--- config.mk ---
export PLATFORM = sky130hd
export DESIGN_NAME = morse_code_encoder_unit
export DESIGN_NICKNAME = d
export VERILOG_FILES = /design/src/hdl/mce_pkg.sv /design/src/hdl/morse_code_encoder_unit.sv /design/src/hdl/mce_datapath.sv /design/src/hdl/mce_controller.sv
export SDC_FILE = /design/constraint.sdc
export NUM_CORES = 1
export LEC_CHECK = 0
export BUFFER_PORTS_ARGS = -buffer_cell sky130_fd_sc_hd__buf_2
export CAP_MARGIN = 30
export CORE_UTILIZATION = 65
export CTS_CLUSTER_DIAMETER = 50
export DETAILED_ROUTE_END_ITERATION = 8
export PLACE_DENSITY = 0.87
export REMOVE_ABC_BUFFERS = 1
export SYNTH_ARGS = -nofsm -noshare
export SYNTH_HDL_FRONTEND = slang
export SYNTH_SLANG_ARGS = --single-unit
--- constraint.sdc ---
create_clock -name clk -period 4.44 [get_ports clk]
set_clock_uncertainty 0.05 [all_clocks]
set_input_delay 0.444 -clock clk [delete_from_list [all_inputs] [get_ports clk]]
set_output_delay 0.444 -clock clk [all_outputs]
set_load 0.1 [all_outputs]
--- src/hdl/mce_pkg.sv ---
package mce_pkg;

    localparam int CharWidth  = 8;
    localparam int NodeWidth  = 7;
    localparam int LevelWidth = 3;
    localparam int LenWidth   = 3;

    localparam logic [CharWidth-1:0] SpaceChar = 8'h20;

    localparam logic [LenWidth-1:0] LenDot        = 3'd1;
    localparam logic [LenWidth-1:0] LenDash       = 3'd3;
    localparam logic [LenWidth-1:0] LenGap        = 3'd1;
    localparam logic [LenWidth-1:0] LenCharSpace  = 3'd2;
    localparam logic [LenWidth-1:0] LenWordSpace  = 3'd6;

    typedef enum logic [1:0]
    {
        ST_IDLE,
        ST_MARK,
        ST_GAP,
        ST_FINAL
    } mce_state_t;

    typedef enum logic [1:0]
    {
        RUN_MARK,
        RUN_GAP,
        RUN_FINAL
    } run_kind_t;

    typedef struct packed
    {
        logic      load;
        logic      advance;
        run_kind_t kind;
    } dp_cmd_t;

    typedef struct packed
    {
        logic lvl_zero;
        logic lvl_one;
    } dp_status_t;

    // Heap position of a character in the Morse tree: the root is 0, the dot
    // child of n is 2n+1 and the dash child is 2n+2. Zero means no marks.
    function automatic logic [NodeWidth-1:0] node_of(input logic [CharWidth-1:0] raw);
        logic [CharWidth-1:0] folded;
        logic [NodeWidth-1:0] node;
        folded = raw;
        if (raw[6] && raw[5])
        begin
            folded[5] = 1'b0;
        end
        unique case (folded[6:0])
            7'h45: node = 7'd1;   // E
            7'h54: node = 7'd2;   // T
            7'h49: node = 7'd3;   // I
            7'h41: node = 7'd4;   // A
            7'h4E: node = 7'd5;   // N
            7'h4D: node = 7'd6;   // M
            7'h53: node = 7'd7;   // S
            7'h55: node = 7'd8;   // U
            7'h52: node = 7'd9;   // R
            7'h57: node = 7'd10;  // W
            7'h44: node = 7'd11;  // D
            7'h4B: node = 7'd12;  // K
            7'h47: node = 7'd13;  // G
            7'h4F: node = 7'd14;  // O
            7'h48: node = 7'd15;  // H
            7'h56: node = 7'd16;  // V
            7'h46: node = 7'd17;  // F
            7'h4C: node = 7'd19;  // L
            7'h50: node = 7'd21;  // P
            7'h4A: node = 7'd22;  // J
            7'h42: node = 7'd23;  // B
            7'h58: node = 7'd24;  // X
            7'h43: node = 7'd25;  // C
            7'h59: node = 7'd26;  // Y
            7'h5A: node = 7'd27;  // Z
            7'h51: node = 7'd28;  // Q
            7'h35: node = 7'd31;  // 5
            7'h34: node = 7'd32;  // 4
            7'h33: node = 7'd34;  // 3
            7'h32: node = 7'd38;  // 2
            7'h26: node = 7'd39;  // ampersand
            7'h2B: node = 7'd41;  // plus
            7'h31: node = 7'd46;  // 1
            7'h36: node = 7'd47;  // 6
            7'h3D: node = 7'd48;  // equals
            7'h2F: node = 7'd49;  // slash
            7'h28: node = 7'd53;  // open parenthesis
            7'h37: node = 7'd55;  // 7
            7'h38: node = 7'd59;  // 8
            7'h39: node = 7'd61;  // 9
            7'h30: node = 7'd62;  // 0
            7'h3F: node = 7'd75;  // question mark
            7'h5F: node = 7'd76;  // underscore
            7'h22: node = 7'd81;  // double quote
            7'h2E: node = 7'd84;  // period
            7'h40: node = 7'd89;  // at sign
            7'h27: node = 7'd93;  // apostrophe
            7'h2D: node = 7'd96;  // hyphen
            7'h3B: node = 7'd105; // semicolon
            7'h21: node = 7'd106; // exclamation mark
            7'h29: node = 7'd108; // close parenthesis
            7'h2C: node = 7'd114; // comma
            7'h3A: node = 7'd119; // colon, the filler entry at its last position
            default: node = 7'd0;
        endcase
        if (raw[7])
        begin
            node = 7'd0;
        end
        return node;
    endfunction

    // Tree depth of a node, which is also the number of symbols it encodes.
    function automatic logic [LevelWidth-1:0] depth_of(input logic [NodeWidth-1:0] node);
        logic [NodeWidth:0] n1;
        logic [LevelWidth-1:0] d;
        n1 = {1'b0, node} + 8'd1;
        priority if (n1[6]) d = 3'd6;
        else if (n1[5]) d = 3'd5;
        else if (n1[4]) d = 3'd4;
        else if (n1[3]) d = 3'd3;
        else if (n1[2]) d = 3'd2;
        else if (n1[1]) d = 3'd1;
        else d = 3'd0;
        return d;
    endfunction

endpackage

--- src/hdl/morse_code_encoder_unit.sv ---
// Channel  Direction  Payload
// s_*      in         tdata[7:0] = char_code
// m_*      out        tdata[0] = tone_on, tdata[3:1] = length_units, tlast = last
//
// A character is loaded, then delivered as a mark run and a one-unit gap run per
// symbol, followed by its final space run.
// A character with no symbols passes through the mark state without offering a run before its final space.
// Reset returns the controller to idle; no character is held across reset.
// A stall on the result channel holds the current run and the input stays
// closed until the final space of the character has been transferred.
module morse_code_encoder_unit
    import mce_pkg::*;
(
    input  logic       clk,
    input  logic       rst_n,
    input  logic       s_tvalid,
    output logic       s_tready,
    input  logic [7:0] s_tdata,   // [7:0] char_code
    output logic       m_tvalid,
    input  logic       m_tready,
    output logic [7:0] m_tdata,   // [0] tone_on, [3:1] length_units, [7:4] zero
    output logic       m_tlast
);

    dp_cmd_t             cmd;
    dp_status_t          status;
    logic                tone_on;
    logic [LenWidth-1:0] length_units;

    mce_controller u_ctrl
    (
        .clk       (clk),
        .rst_n     (rst_n),
        .in_valid  (s_tvalid),
        .in_ready  (s_tready),
        .out_valid (m_tvalid),
        .out_ready (m_tready),
        .out_last  (m_tlast),
        .status    (status),
        .cmd       (cmd)
    );

    mce_datapath u_dp
    (
        .clk          (clk),
        .rst_n        (rst_n),
        .char_code    (s_tdata),
        .cmd          (cmd),
        .status       (status),
        .tone_on      (tone_on),
        .length_units (length_units)
    );

    assign m_tdata = {4'b0000, length_units, tone_on};

    // Input and output never handshake in the same cycle.
    a_one_side: assert property (@(posedge clk) disable iff (!rst_n)
        !(s_tready && m_tvalid))
        else $error("input ready while a run is offered");

    // A mark transfer is always followed by a one-unit space.
    a_mark_gap: assert property (@(posedge clk) disable iff (!rst_n)
        (m_tvalid && m_tready && m_tdata[0]) |=>
        (m_tvalid && !m_tdata[0] && m_tdata[3:1] == LenGap && !m_tlast))
        else $error("mark not followed by a gap");

    // The last run of a character reopens the input.
    a_last_idle: assert property (@(posedge clk) disable iff (!rst_n)
        (m_tvalid && m_tready && m_tlast) |=> s_tready)
        else $error("input not reopened after last run");

    // A final space is never a mark.
    a_last_space: assert property (@(posedge clk) disable iff (!rst_n)
        (m_tvalid && m_tlast) |-> !m_tdata[0])
        else $error("last run carries a tone");

endmodule

--- src/hdl/mce_datapath.sv ---
module mce_datapath
    import mce_pkg::*;
(
    input  logic                 clk,
    input  logic                 rst_n,
    input  logic [CharWidth-1:0] char_code,
    input  dp_cmd_t              cmd,
    output dp_status_t           status,
    output logic                 tone_on,
    output logic [LenWidth-1:0]  length_units
);

    logic [NodeWidth-1:0]  node_reg, node_next;
    logic [LevelWidth-1:0] lvl_reg, lvl_next;
    logic                  space_reg, space_next;

    logic [NodeWidth-1:0]  level_base;
    logic [NodeWidth-1:0]  offset;
    logic                  dash;

    always_ff @(posedge clk or negedge rst_n)
    begin
        if (!rst_n)
        begin
            lvl_reg <= '0;
        end
        else
        begin
            lvl_reg <= lvl_next;
        end
    end

    always_ff @(posedge clk)
    begin
        node_reg  <= node_next;
        space_reg <= space_next;
    end

    always_comb
    begin
        node_next  = node_reg;
        lvl_next   = lvl_reg;
        space_next = space_reg;
        priority if (cmd.load)
        begin
            node_next  = node_of(char_code);
            lvl_next   = depth_of(node_of(char_code));
            space_next = (char_code == SpaceChar);
        end
        else if (cmd.advance)
        begin
            lvl_next = lvl_reg - 3'd1;
        end
    end

    // The symbol at a level is the bit of the node's offset from the first
    // node of that level, taken at the level's weight.
    assign level_base = (7'd1 << lvl_reg) - 7'd1;
    assign offset     = node_reg - level_base;
    assign dash       = offset[lvl_reg - 3'd1];

    assign status.lvl_zero = (lvl_reg == 3'd0);
    assign status.lvl_one  = (lvl_reg == 3'd1);

    always_comb
    begin
        unique case (cmd.kind)
            RUN_MARK:
            begin
                tone_on      = 1'b1;
                length_units = dash ? LenDash : LenDot;
            end
            RUN_GAP:
            begin
                tone_on      = 1'b0;
                length_units = LenGap;
            end
            RUN_FINAL:
            begin
                tone_on      = 1'b0;
                length_units = space_reg ? LenWordSpace : LenCharSpace;
            end
            default:
            begin
                tone_on      = 1'b0;
                length_units = LenGap;
            end
        endcase
    end

endmodule

--- src/hdl/mce_controller.sv ---
module mce_controller
    import mce_pkg::*;
(
    input  logic       clk,
    input  logic       rst_n,
    input  logic       in_valid,
    output logic       in_ready,
    output logic       out_valid,
    input  logic       out_ready,
    output logic       out_last,
    input  dp_status_t status,
    output dp_cmd_t    cmd
);

    mce_state_t state_reg, state_next;

    always_ff @(posedge clk or negedge rst_n)
    begin
        if (!rst_n)
        begin
            state_reg <= ST_IDLE;
        end
        else
        begin
            state_reg <= state_next;
        end
    end

    always_comb
    begin
        state_next = state_reg;
        unique case (state_reg)
            ST_IDLE:
            begin
                if (in_valid)
                begin
                    // The depth is not loaded yet, so the choice is made in the
                    // first run state through the zero-level check below.
                    state_next = ST_MARK;
                end
            end
            ST_MARK:
            begin
                if (status.lvl_zero)
                begin
                    state_next = ST_FINAL;
                end
                else if (out_ready)
                begin
                    state_next = ST_GAP;
                end
            end
            ST_GAP:
            begin
                if (out_ready)
                begin
                    state_next = status.lvl_one ? ST_FINAL : ST_MARK;
                end
            end
            ST_FINAL:
            begin
                if (out_ready)
                begin
                    state_next = ST_IDLE;
                end
            end
            default:
            begin
                state_next = ST_IDLE;
            end
        endcase
    end

    always_comb
    begin
        in_ready    = 1'b0;
        out_valid   = 1'b0;
        out_last    = 1'b0;
        cmd.load    = 1'b0;
        cmd.advance = 1'b0;
        cmd.kind    = RUN_GAP;
        unique case (state_reg)
            ST_IDLE:
            begin
                in_ready = 1'b1;
                cmd.load = in_valid;
            end
            ST_MARK:
            begin
                out_valid = !status.lvl_zero;
                cmd.kind  = RUN_MARK;
            end
            ST_GAP:
            begin
                out_valid   = 1'b1;
                cmd.kind    = RUN_GAP;
                cmd.advance = out_ready;
            end
            ST_FINAL:
            begin
                out_valid = 1'b1;
                out_last  = 1'b1;
                cmd.kind  = RUN_FINAL;
            end
            default:
            begin
                in_ready = 1'b0;
            end
        endcase
    end

endmodule

* Yosys cells after proc, flatten, opt, wreduce, memory -nomap -nowiden *
Memories as Yosys holds them, arrays and structs flattened. A register that Yosys moved wholly into a read port is not among the register bits.
Index checks and enable logic that the tools add are counted.

storage, ports and cells
  bits in registers = 6
  ROM bits = 1792
  output and inout bits = 11
  word-level logic and storage cells = 60
  memories = 2

memory list
  name              depth  width  read ports  clocked after memory_dff  write ports  line           text
  (name not given)  128    7      1           1                         0            mce_pkg.sv:54  unique case (folded[6:0])
  (name not given)  128    7      1           0                         0            mce_pkg.sv:54

cells by class
  $add $sub $neg = 4
  magnitude comparators = 1
  equality and inequality tests = 10
  shift-type cells = 1
  multiplexer cells = 31
  reduce and logical (&&, ||, !) cells = 8

operators with widths
  cell                                                                  count
  3-bit 2-to-1 mux                                                      8
  2-bit 2-to-1 mux                                                      7
  7-bit 2-to-1 mux                                                      2
  1-bit 2-to-1 mux                                                      9
  8-bit by 6-bit == test with 1-bit output, second input constant       1
  2-bit case mux with 4 select lines                                    1
  7-bit by 1-bit adder with 7-bit output, second input constant         1
  1-bit by 3-bit << shifter with 7-bit output, first input constant     1
  7-bit by 1-bit subtractor with 7-bit output, second input constant    1
  7-bit subtractor                                                      1
  2-bit == test, second input constant                                  3
  2-bit != test, second input constant                                  3
  3-bit case mux with 2 select lines                                    1
  2-bit logical NOT                                                     2
  3-bit by 4-bit < comparator with 1-bit output, second input constant  1
  2-bit case mux with 2 select lines                                    1
  4-bit AND reduction                                                   1
  1-bit binary-select mux with 3-bit select                             1
  3-bit by 1-bit == test with 1-bit output, second input constant       1
  3-bit logical NOT                                                     1
  3-bit by 2-bit != test with 1-bit output, second input constant       1
  3-bit by 1-bit subtractor with 3-bit output, second input constant    1
  2-bit by 1-bit == test with 1-bit output, second input constant       1
  1-bit case mux with 2 select lines                                    1
  4 further kinds                                                       4

* Depth between registers and ports, before layout *
Gate-level depths: netlist of the first run.
An unclocked memory read counts as a cell.

  depth after elaboration = 14
  gate-level depth with buffers = 16
  gate-level depth less buffers = 16

* Cells and area by module *
From an unflattened synthesis of the first run, not the netlist that was laid out.

unflattened totals
  cells, all modules = 263
  area total of the unflattened synthesis = 2147.1 µm²

by module, submodules not included
  module                   times used  cells each  area each (µm²)  sequential area each (µm²)
  mce_datapath             1           238         1953.1           315.3
  mce_controller           1           19          152.6            50.0
  morse_code_encoder_unit  1           6           41.3             0.0

* Least setup slack after synthesis of the first run *
Ideal clock, no wire load.

  path kind = reg-to-output
  from = register u_dp.lvl_reg[0]
  to = output m_tdata[2]
  arrival time = 3.105 ns
  data required time = 3.946 ns
  slack = 0.841 ns
  stages on the path, launching flop included = 14
  path buffers = 0
  cells stage by stage = dfrtp_1 > inv_1 > ha_1 > nand2b_1 > ha_1 > ha_1 > a21o_1 > a21oi_1 > o21bai_1 > a21oi_1 > xnor2_1 > a21oi_1 > o31ai_1 > o21a_1

on the way
  word-level cells in the longest chain between the ends = 7
  elaborated cells on any way between the ends = 8
  those cells by class = 3 x add/sub; 1 x shift; 4 x mux

RTL lines
  element                                        line                           text
  from (decl)                                    mce_datapath.sv:14             logic [LevelWidth-1:0] lvl_reg, lvl_next;
  from (signal assigned)                         mce_datapath.sv:29             lvl_reg <= lvl_next;
  1-bit by 3-bit << shifter with 7-bit output    mce_datapath.sv:58             assign level_base = (7'd1 << lvl_reg) - 7'd1;
  7-bit by 1-bit subtractor with 7-bit output    mce_datapath.sv:58
  7-bit subtractor                               mce_datapath.sv:59             assign offset = node_reg - level_base;
  1-bit binary-select mux with 3-bit select (*)  mce_datapath.sv:60             assign dash = offset[lvl_reg - 3'd1];
  1-bit 2-to-1 mux (not written as such) (*)     mce_datapath.sv:60
  2-bit 2-to-1 mux (*)                           mce_datapath.sv:71             length_units = dash ? LenDash : LenDot;
  3-bit case mux with 2 select lines (*)         mce_datapath.sv:67             unique case (cmd.kind)
  to (decl)                                      morse_code_encoder_unit.sv:21  output logic [7:0] m_tdata,

Mark *: on every way between the ends. The rest lies on a longest branch, timed or not. The select of a mux whose other input is x is not followed.

* Worst setup path in the final report of the first run *
Ends and elaborated chain as after synthesis.

==> results of run 1 <==
-- power breakdown --
part | switching, mW | total [mW] | internal (mW)
Combinational | 0.623 | 0.937 | 0.315
Clock | 0.0374 | 0.0722 | 0.0348
Sequential | 0.0545 | 0.223 | 0.168
Total | 0.715 | 1.23 | 0.518
-- layer usage --
metal	global-route usage, %	up-vias
li1	-	945
met1	43.4	897
met2	44.7	85
met3	2.60	2
met4	2.66	0
met5	0	-
-- critical path, delay by kind of cell, from the launching register on --
family | cells | cell delay (ns)
buffers and inverters | 2 | 0.57
AOI/OAI and AO/OA | 7 | 1.10
DFF | 1 | 0.52
and+or+nand+nor | 1 | 0.10
adders and majority gates | 3 | 0.80
xor gates and xnor gates | 1 | 0.13
-- cell usage after synthesis (2+ instances only) --
library cell                count
sky130_fd_sc_hd__a221o_1        2
sky130_fd_sc_hd__buf_2          6
sky130_fd_sc_hd__and2_1         3
sky130_fd_sc_hd__o221ai_1       2
sky130_fd_sc_hd__o21ai_0        9
sky130_fd_sc_hd__o311a_1        2
sky130_fd_sc_hd__clkbuf_1       3
sky130_fd_sc_hd__dfrtp_1        5
sky130_fd_sc_hd__nor3b_1        3
sky130_fd_sc_hd__nand2_1       22
sky130_fd_sc_hd__a211oi_1       2
sky130_fd_sc_hd__nor2_1         5
sky130_fd_sc_hd__and3_1         4
sky130_fd_sc_hd__nor2b_1        4
sky130_fd_sc_hd__o211ai_1       8
sky130_fd_sc_hd__inv_1         22
sky130_fd_sc_hd__a21o_1         3
sky130_fd_sc_hd__buf_4          8
sky130_fd_sc_hd__mux4_2         2
sky130_fd_sc_hd__a211o_1        2
sky130_fd_sc_hd__a21oi_1       14
sky130_fd_sc_hd__xnor2_1       11
sky130_fd_sc_hd__a31oi_1        5
sky130_fd_sc_hd__buf_6          3
sky130_fd_sc_hd__ha_1          25
sky130_fd_sc_hd__mux2i_1        8
sky130_fd_sc_hd__o2111ai_1      2
sky130_fd_sc_hd__nand2b_1      11
sky130_fd_sc_hd__edfxtp_1       8
sky130_fd_sc_hd__nand3b_1       3
sky130_fd_sc_hd__nand4_1        2
sky130_fd_sc_hd__nor3_1         5
sky130_fd_sc_hd__o31ai_1        2
sky130_fd_sc_hd__mux2_1         2
sky130_fd_sc_hd__o21a_1         2
-- layout make-up --
| class | instances | area share [%] |
|---|---|---|
| inverter | 23 | 3.83 |
| timing repair buffer | 19 | 4.44 |
| clock buffer | 4 | 1.17 |
| multi-input combinational | 202 | 71.9 |
| tap | 44 | 2.44 |
| sequential | 13 | 16.2 |
-- repair_timing --
action,CTS,global route
endpoints found under the setup margin,0,0
setup buffers,0,0
hold buffers,1,0
endpoints found under the hold margin,5,0
-- worst paths after layout --
path / startpoint / to / slack, ns
min in group asynchronous: rst_n / u_ctrl.state_reg[1] / 0.46
max in group asynchronous: rst_n / u_ctrl.state_reg[0] / 3.74
worst min register to register: u_ctrl.state_reg[1] / u_ctrl.state_reg[1] / 0.64
worst max register to register: u_ctrl.state_reg[0] / u_dp.lvl_reg[2] / 2.62
worst min-delay path: m_tready / u_ctrl.state_reg[1] / 0.45
worst max-delay path: u_dp.lvl_reg[0] / m_tdata[2] / 0.46
-- logic make-up after synthesis --
| kind of cell | Yosys count |
|---|---|
| flops | 13 |
| mux | 13 |
| fa+ha+maj | 26 |
| buf+inv | 44 |
| compound gates | 73 |
| simple gates | 74 |
| xor+xnor | 12 |
| other cells | 1 |
-- through the flow --
step	util, %	setup WS (ns)	total power [mW]	area (µm²)	hold WS (ns)
2_1_floorplan	-	0.841	0.987	2070	0.0984
3_3_place_gp	70.8	0.851	1.13	2220	0.220
3_5_place_dp	70.8	0.771	1.15	2220	0.218
4_1_cts	72.0	0.442	1.23	2250	0.441
5_1_grt	72.0	0.216	1.33	2250	0.461
6_report	72.0	0.464	1.23	2250	0.453
==> flow_summary.ini, run 1 <==
[outcome]
outcome = completed

[synthesis]
synthXorXnorAreaFrac_pct = 4.78
yosys.area_share.adder_pct = 15.1
avgSynthCellArea_um2 = 8.59
yosys_register_bits = 13
post_synth_and_or_nand_nor_area_fraction_pct = 19.6
asyncSetResetFlopFracSynth_pct = 38.5
synth-compound-area-share_pct = 26.2
cell_accounting_for_the_most_synthesized_area = sky130_fd_sc_hd__ha_1
post_synth_num_cell_types = 71
count_of_flip_flops_with_a_built_in_enable_after_synthesis = 8
yosysWarningCount = 0
synthFlopType = sky130_fd_sc_hd__edfxtp_1
netlist_area_um2 = 2200
main_combinational_cell_family_by_area_after_synthesis = compound AO/OA/AOI/OAI gates
synth_largest_type_area_fraction_pct = 14.2
ys_seq_area_share_pct = 16.6
multiplexer_share_of_the_synthesized_area_pct = 7.23
syn_inst = 256
netlist_top_cells_area = sky130_fd_sc_hd__ha_1, sky130_fd_sc_hd__edfxtp_1, sky130_fd_sc_hd__dfrtp_1

[route]
top_layer_used = met4
post_drt_wl_per_cell_um = 15.7
dr_total_vias = 1929
drt-vias-per-instance = 6.32
postRouteAntennaNets = 0
met2_wirelength_mm = 2.16
drt_iter0_drc = 126
drtPass1Iterations = 5
wirelength_mm = 4.78
routed-wl-met3_um = 339
route.layer.met1.wl_mm = 2.27
remaining_drc_errors = 0

[global_route]
first_global_vias = 1738
antenna_found_initial = 0
grt_pass1_wl_mm = 7.90
grt_util_all_layers_pct = 28.5
grt_max_degree = 38
overflow = 0

[min_path]
min-delay-path-class = in2reg
whs_path_depth = 3

[cells_and_area]
area.sequential_um2 = 365
stdcell_count = 305
antenna-diode-count = 0
mostFrequentLayoutCell = sky130_fd_sc_hd__ha_1
post_route_cells_drive_above_1_share_pct = 14.2
number_of_nets_at_the_end_of_the_flow = 300
fill_cells = 252
final_cell_mix = sky130_fd_sc_hd__ha_1, sky130_fd_sc_hd__inv_1, sky130_fd_sc_hd__nand2_1, sky130_fd_sc_hd__buf_2, sky130_fd_sc_hd__a21oi_1
largest_register_ff_count = 7
multi_input_area_um2 = 1620
flow.area_growth_from_synthesis_pct = 2.45

[sta]
max_slew_margin_pct = 55.6
report.final.slew_viol_count = 0
final_min_period_over_clock_period_pct = 89.6
timing_hold_violations_final = 0
worst_slew_pin_slew_ns = 0.666
setup_viol = 0
fin_setup_tns_ns = 0
max_freq_ghz = 0.251
setup_repair_after_global_routing_missed_its_margin = false
min_period_ns = 3.98

[placed_design]
dp_cells = 300
detailedPlacementHpwl_mm = 3.70
portBuffers = 18
place.gp.congestion = 0.943

[critical_path]
worstPathCellList = inv_1 > ha_1 > nand2b_1 > ha_1 > ha_1 > a21o_1 > a21oi_1 > o21bai_1 > a21oi_1 > xnor2_1 > a21oi_1 > o31ai_1 > o21a_1 > buf_2
setup.worst_path.class = reg2out
critPathSlowestCell = sky130_fd_sc_hd__dfrtp_1
critPathMaxFanout = 7
required_ns = 3.95
cell_depth_of_the_worst_flop_to_flop_path = 6
crit_path_end_kind = output pin
worst-endpoint-arrival_ns = 3.48
timing.critical_path.slowest_cell_delay_ns = 0.52
critical_path.startpoint_type = flop

[floorplan]
io_pins = 23
core_area_um2 = 3130
die_x_um = 60.2
design.die.area_um2 = 3620
fp.dieH_um = 60.2
initial_standard_cell_utilization_of_the_core_pct = 70.3
rows = 20

[clocking]
cts_root_buffer = sky130_fd_sc_hd__clkbuf_4
clk_pin_slew_ns = 0.08
postCtsResizedCells = 0
clock_insertion_delay_at_the_later_pin_of_the_skew_report_ns = 0.27
clock_sinks = 13
clock_tree.buffer_depth = 2
clock_tree_from_tritoncts = done
cts_htree_levels = 1
cts-buffers-inserted = 3

[run]
drv_cap = 0

[pwr]
vdd_ir_drop_max_uv = 446
leak_pwr_nw = 0.962
pwr_density_cell_nw_per_um2 = 547
Power figures use the tool's default switching activity.
==> run 2, diff against run 1 <==
--- a/config.mk
+++ b/config.mk
@@ -7,10 +7,10 @@
 export LEC_CHECK = 0
 export BUFFER_PORTS_ARGS = -buffer_cell sky130_fd_sc_hd__buf_2
 export CAP_MARGIN = 30
-export CORE_UTILIZATION = 65
+export CORE_UTILIZATION = 54
 export CTS_CLUSTER_DIAMETER = 50
 export DETAILED_ROUTE_END_ITERATION = 8
-export PLACE_DENSITY = 0.87
+export PLACE_DENSITY = 0.77
 export REMOVE_ABC_BUFFERS = 1
 export SYNTH_ARGS = -nofsm -noshare
 export SYNTH_HDL_FRONTEND = slang
==> constraint.sdc (replaced) <==
create_clock -name clk -period 3.6 [get_ports clk]
set_clock_uncertainty 0.05 [all_clocks]
set_input_delay 0.36 -clock clk [delete_from_list [all_inputs] [get_ports clk]]
set_output_delay 0.36 -clock clk [all_outputs]
set_load 0.1 [all_outputs]
==> flow_summary.ini, run 2 (synthesized netlist as in run 1, its figures left out) <==
[floorplan]
initial_standard_cell_utilization_of_the_core_pct = 58.3
rows = 22
fp.dieH_um = 65.8
die_x_um = 65.8
design.die.area_um2 = 4330
core_area_um2 = 3770
io_pins = 23

[global_route]
overflow = 0
first_global_vias = 1688
grt_pass1_wl_mm = 7.89
antenna_found_initial = 0
grt_util_all_layers_pct = 23.4
grt_max_degree = 33

[cells_and_area]
final_cell_mix = sky130_fd_sc_hd__nand2_1, sky130_fd_sc_hd__ha_1, sky130_fd_sc_hd__inv_1, sky130_fd_sc_hd__buf_2, sky130_fd_sc_hd__a21oi_1
number_of_nets_at_the_end_of_the_flow = 308
final_area_um2 = 2390
mostFrequentLayoutCell = sky130_fd_sc_hd__nand2_1
post-route-util_pct = 63.4
largest_register_ff_count = 7
antenna-diode-count = 0
stdcell_count = 317
post_route_cells_drive_above_1_share_pct = 20.8
flow.area_growth_from_synthesis_pct = 8.76

[route]
drt_iter0_drc = 130
drt-vias-per-instance = 5.95
dr_total_vias = 1886
drtPass1Iterations = 4
remaining_drc_errors = 0
wirelength_mm = 4.94
postRouteAntennaNets = 0
post_drt_wl_per_cell_um = 15.6

[placed_design]
dp_worst_setup_slack_ns = 0.130
place.gp.congestion = 0.859
detailedPlacementHpwl_mm = 3.74
placed_area_um2 = 2280
dp_cells = 308
portBuffers = 18

[min_path]
worst_hold_startpoint = m_tready
whs_path_depth = 3
min-delay-path-class = in2reg

[critical_path]
critical_path.startpoint_type = flop
timing.critical_path.max_delay_family = compound AO/OA/AOI/OAI gates
critPathMaxFanout = 4
worstPathCellList = inv_2 > ha_2 > nand2b_1 > ha_1 > ha_1 > a21o_1 > a21oi_2 > o21bai_1 > a21oi_1 > xnor2_1 > a21oi_1 > o31ai_1 > o21a_1 > buf_12
critPathSlowestCell = sky130_fd_sc_hd__dfrtp_2
setup.worst_path.class = reg2out
worst-endpoint-arrival_ns = 3.06
crit_path_end_kind = output pin
cp-startpoint = u_dp.lvl_reg[0]
timing.critical_path.slowest_cell_delay_ns = 0.43
crit_buf_inv = 2
cell_depth_of_the_worst_flop_to_flop_path = 6
required_ns = 3.19
worstSetupPathDepth = 14
r2r-start = u_ctrl.state_reg[0]

[sta]
max_slew_margin_pct = 57.6
hold_ws_ns = 0.400
report.final.slew_viol_count = 0
max_freq_ghz = 0.288
final_min_period_over_clock_period_pct = 96.4
setup_viol = 0
min_period_ns = 3.47
postLayoutSetupSlackWorst_ns = 0.131
timing_hold_violations_final = 0
worst_slew_pin_slew_ns = 0.631

[pwr]
pwr_density_cell_nw_per_um2 = 706
leak_pwr_nw = 1.00
vdd_ir_drop_max_uv = 364

[outcome]
outcome = completed

[clocking]
clock_tree_from_tritoncts = done
clk_pin_slew_ns = 0.06
cts_htree_levels = 1
clock_sinks = 13
cts_root_buffer = sky130_fd_sc_hd__clkbuf_8
cts-buffers-inserted = 3
clock_insertion_delay_at_the_later_pin_of_the_skew_report_ns = 0.24
clock_tree.buffer_depth = 2

[run]
drv_cap = 0
run 2: changes by cell type in the layout (fill, tap and decap cells not counted), moves of 2 or more:
cell / delta
sky130_fd_sc_hd__ha_2: +3
sky130_fd_sc_hd__inv_1: -4
sky130_fd_sc_hd__buf_12: +2
sky130_fd_sc_hd__ha_1: -4
sky130_fd_sc_hd__clkbuf_8: +3
sky130_fd_sc_hd__clkbuf_4: -3
sky130_fd_sc_hd__inv_2: +4
sky130_fd_sc_hd__buf_4: +7
run 2: tightest hold or removal path, cell delays in order:
cell,delay (ns)
sky130_fd_sc_hd__buf_2,0.12
sky130_fd_sc_hd__o21ai_0,0.07
sky130_fd_sc_hd__a22o_1,0.11
run 2: layout make-up:
class | count | area, µm²
multi-input combinational | 202 | 1650
timing repair buffer | 27 | 188
inverter | 23 | 86.3
sequential | 13 | 367
clock buffer | 4 | 45.0
tap | 48 | 60.1
fill | 321 | 1380
run 2: timing repair:
item / in CTS / in global routing
buffers inserted: 0 / 4
resized for setup: 3 / 8
setup endpoints to repair: 1 / 1
pin swaps: 0 / 4
hold buffers: 1 / 0
endpoints found under the hold margin: 5 / 0
run 2: stage by stage:
| step | total power [mW] | setup TNS, ns |
|---|---|---|
| 6_report | 1.69 | 0 |
| 5_1_grt | 1.81 | -0.00697 |
| 4_1_cts | 1.62 | 0 |
| 3_5_place_dp | 1.48 | 0 |
| 3_3_place_gp | 1.46 | 0 |
| 2_1_floorplan | 1.22 | 0 |
run 2: where the power goes:
group          leakage (nW)  internal (mW)  switching [mW]
clock                0.0228         0.0781          0.0519
combinational         0.848          0.481           0.805
sequential            0.134          0.209          0.0611
total                  1.00          0.769           0.918
run 2: worst paths after layout:
kind	end	slack, ns
max	m_tdata[2]	0.13
min	u_ctrl.state_reg[1]	0.40
max reg2reg	u_dp.lvl_reg[2]	1.73
min reg2reg	u_ctrl.state_reg[1]	0.63
max in group asynchronous	u_dp.lvl_reg[0]	2.91
min in group asynchronous	u_ctrl.state_reg[0]	0.44
run 2: metal layers:
metal / wire length [µm] / vias up / GRT usage, %
met5: 0 / - / 0
met3: 231 / 9 / 2.24
met2: 2240 / 54 / 36.1
met1: 2390 / 869 / 34.8
met4: 72 / 0 / 5.71
li1: - / 954 / -
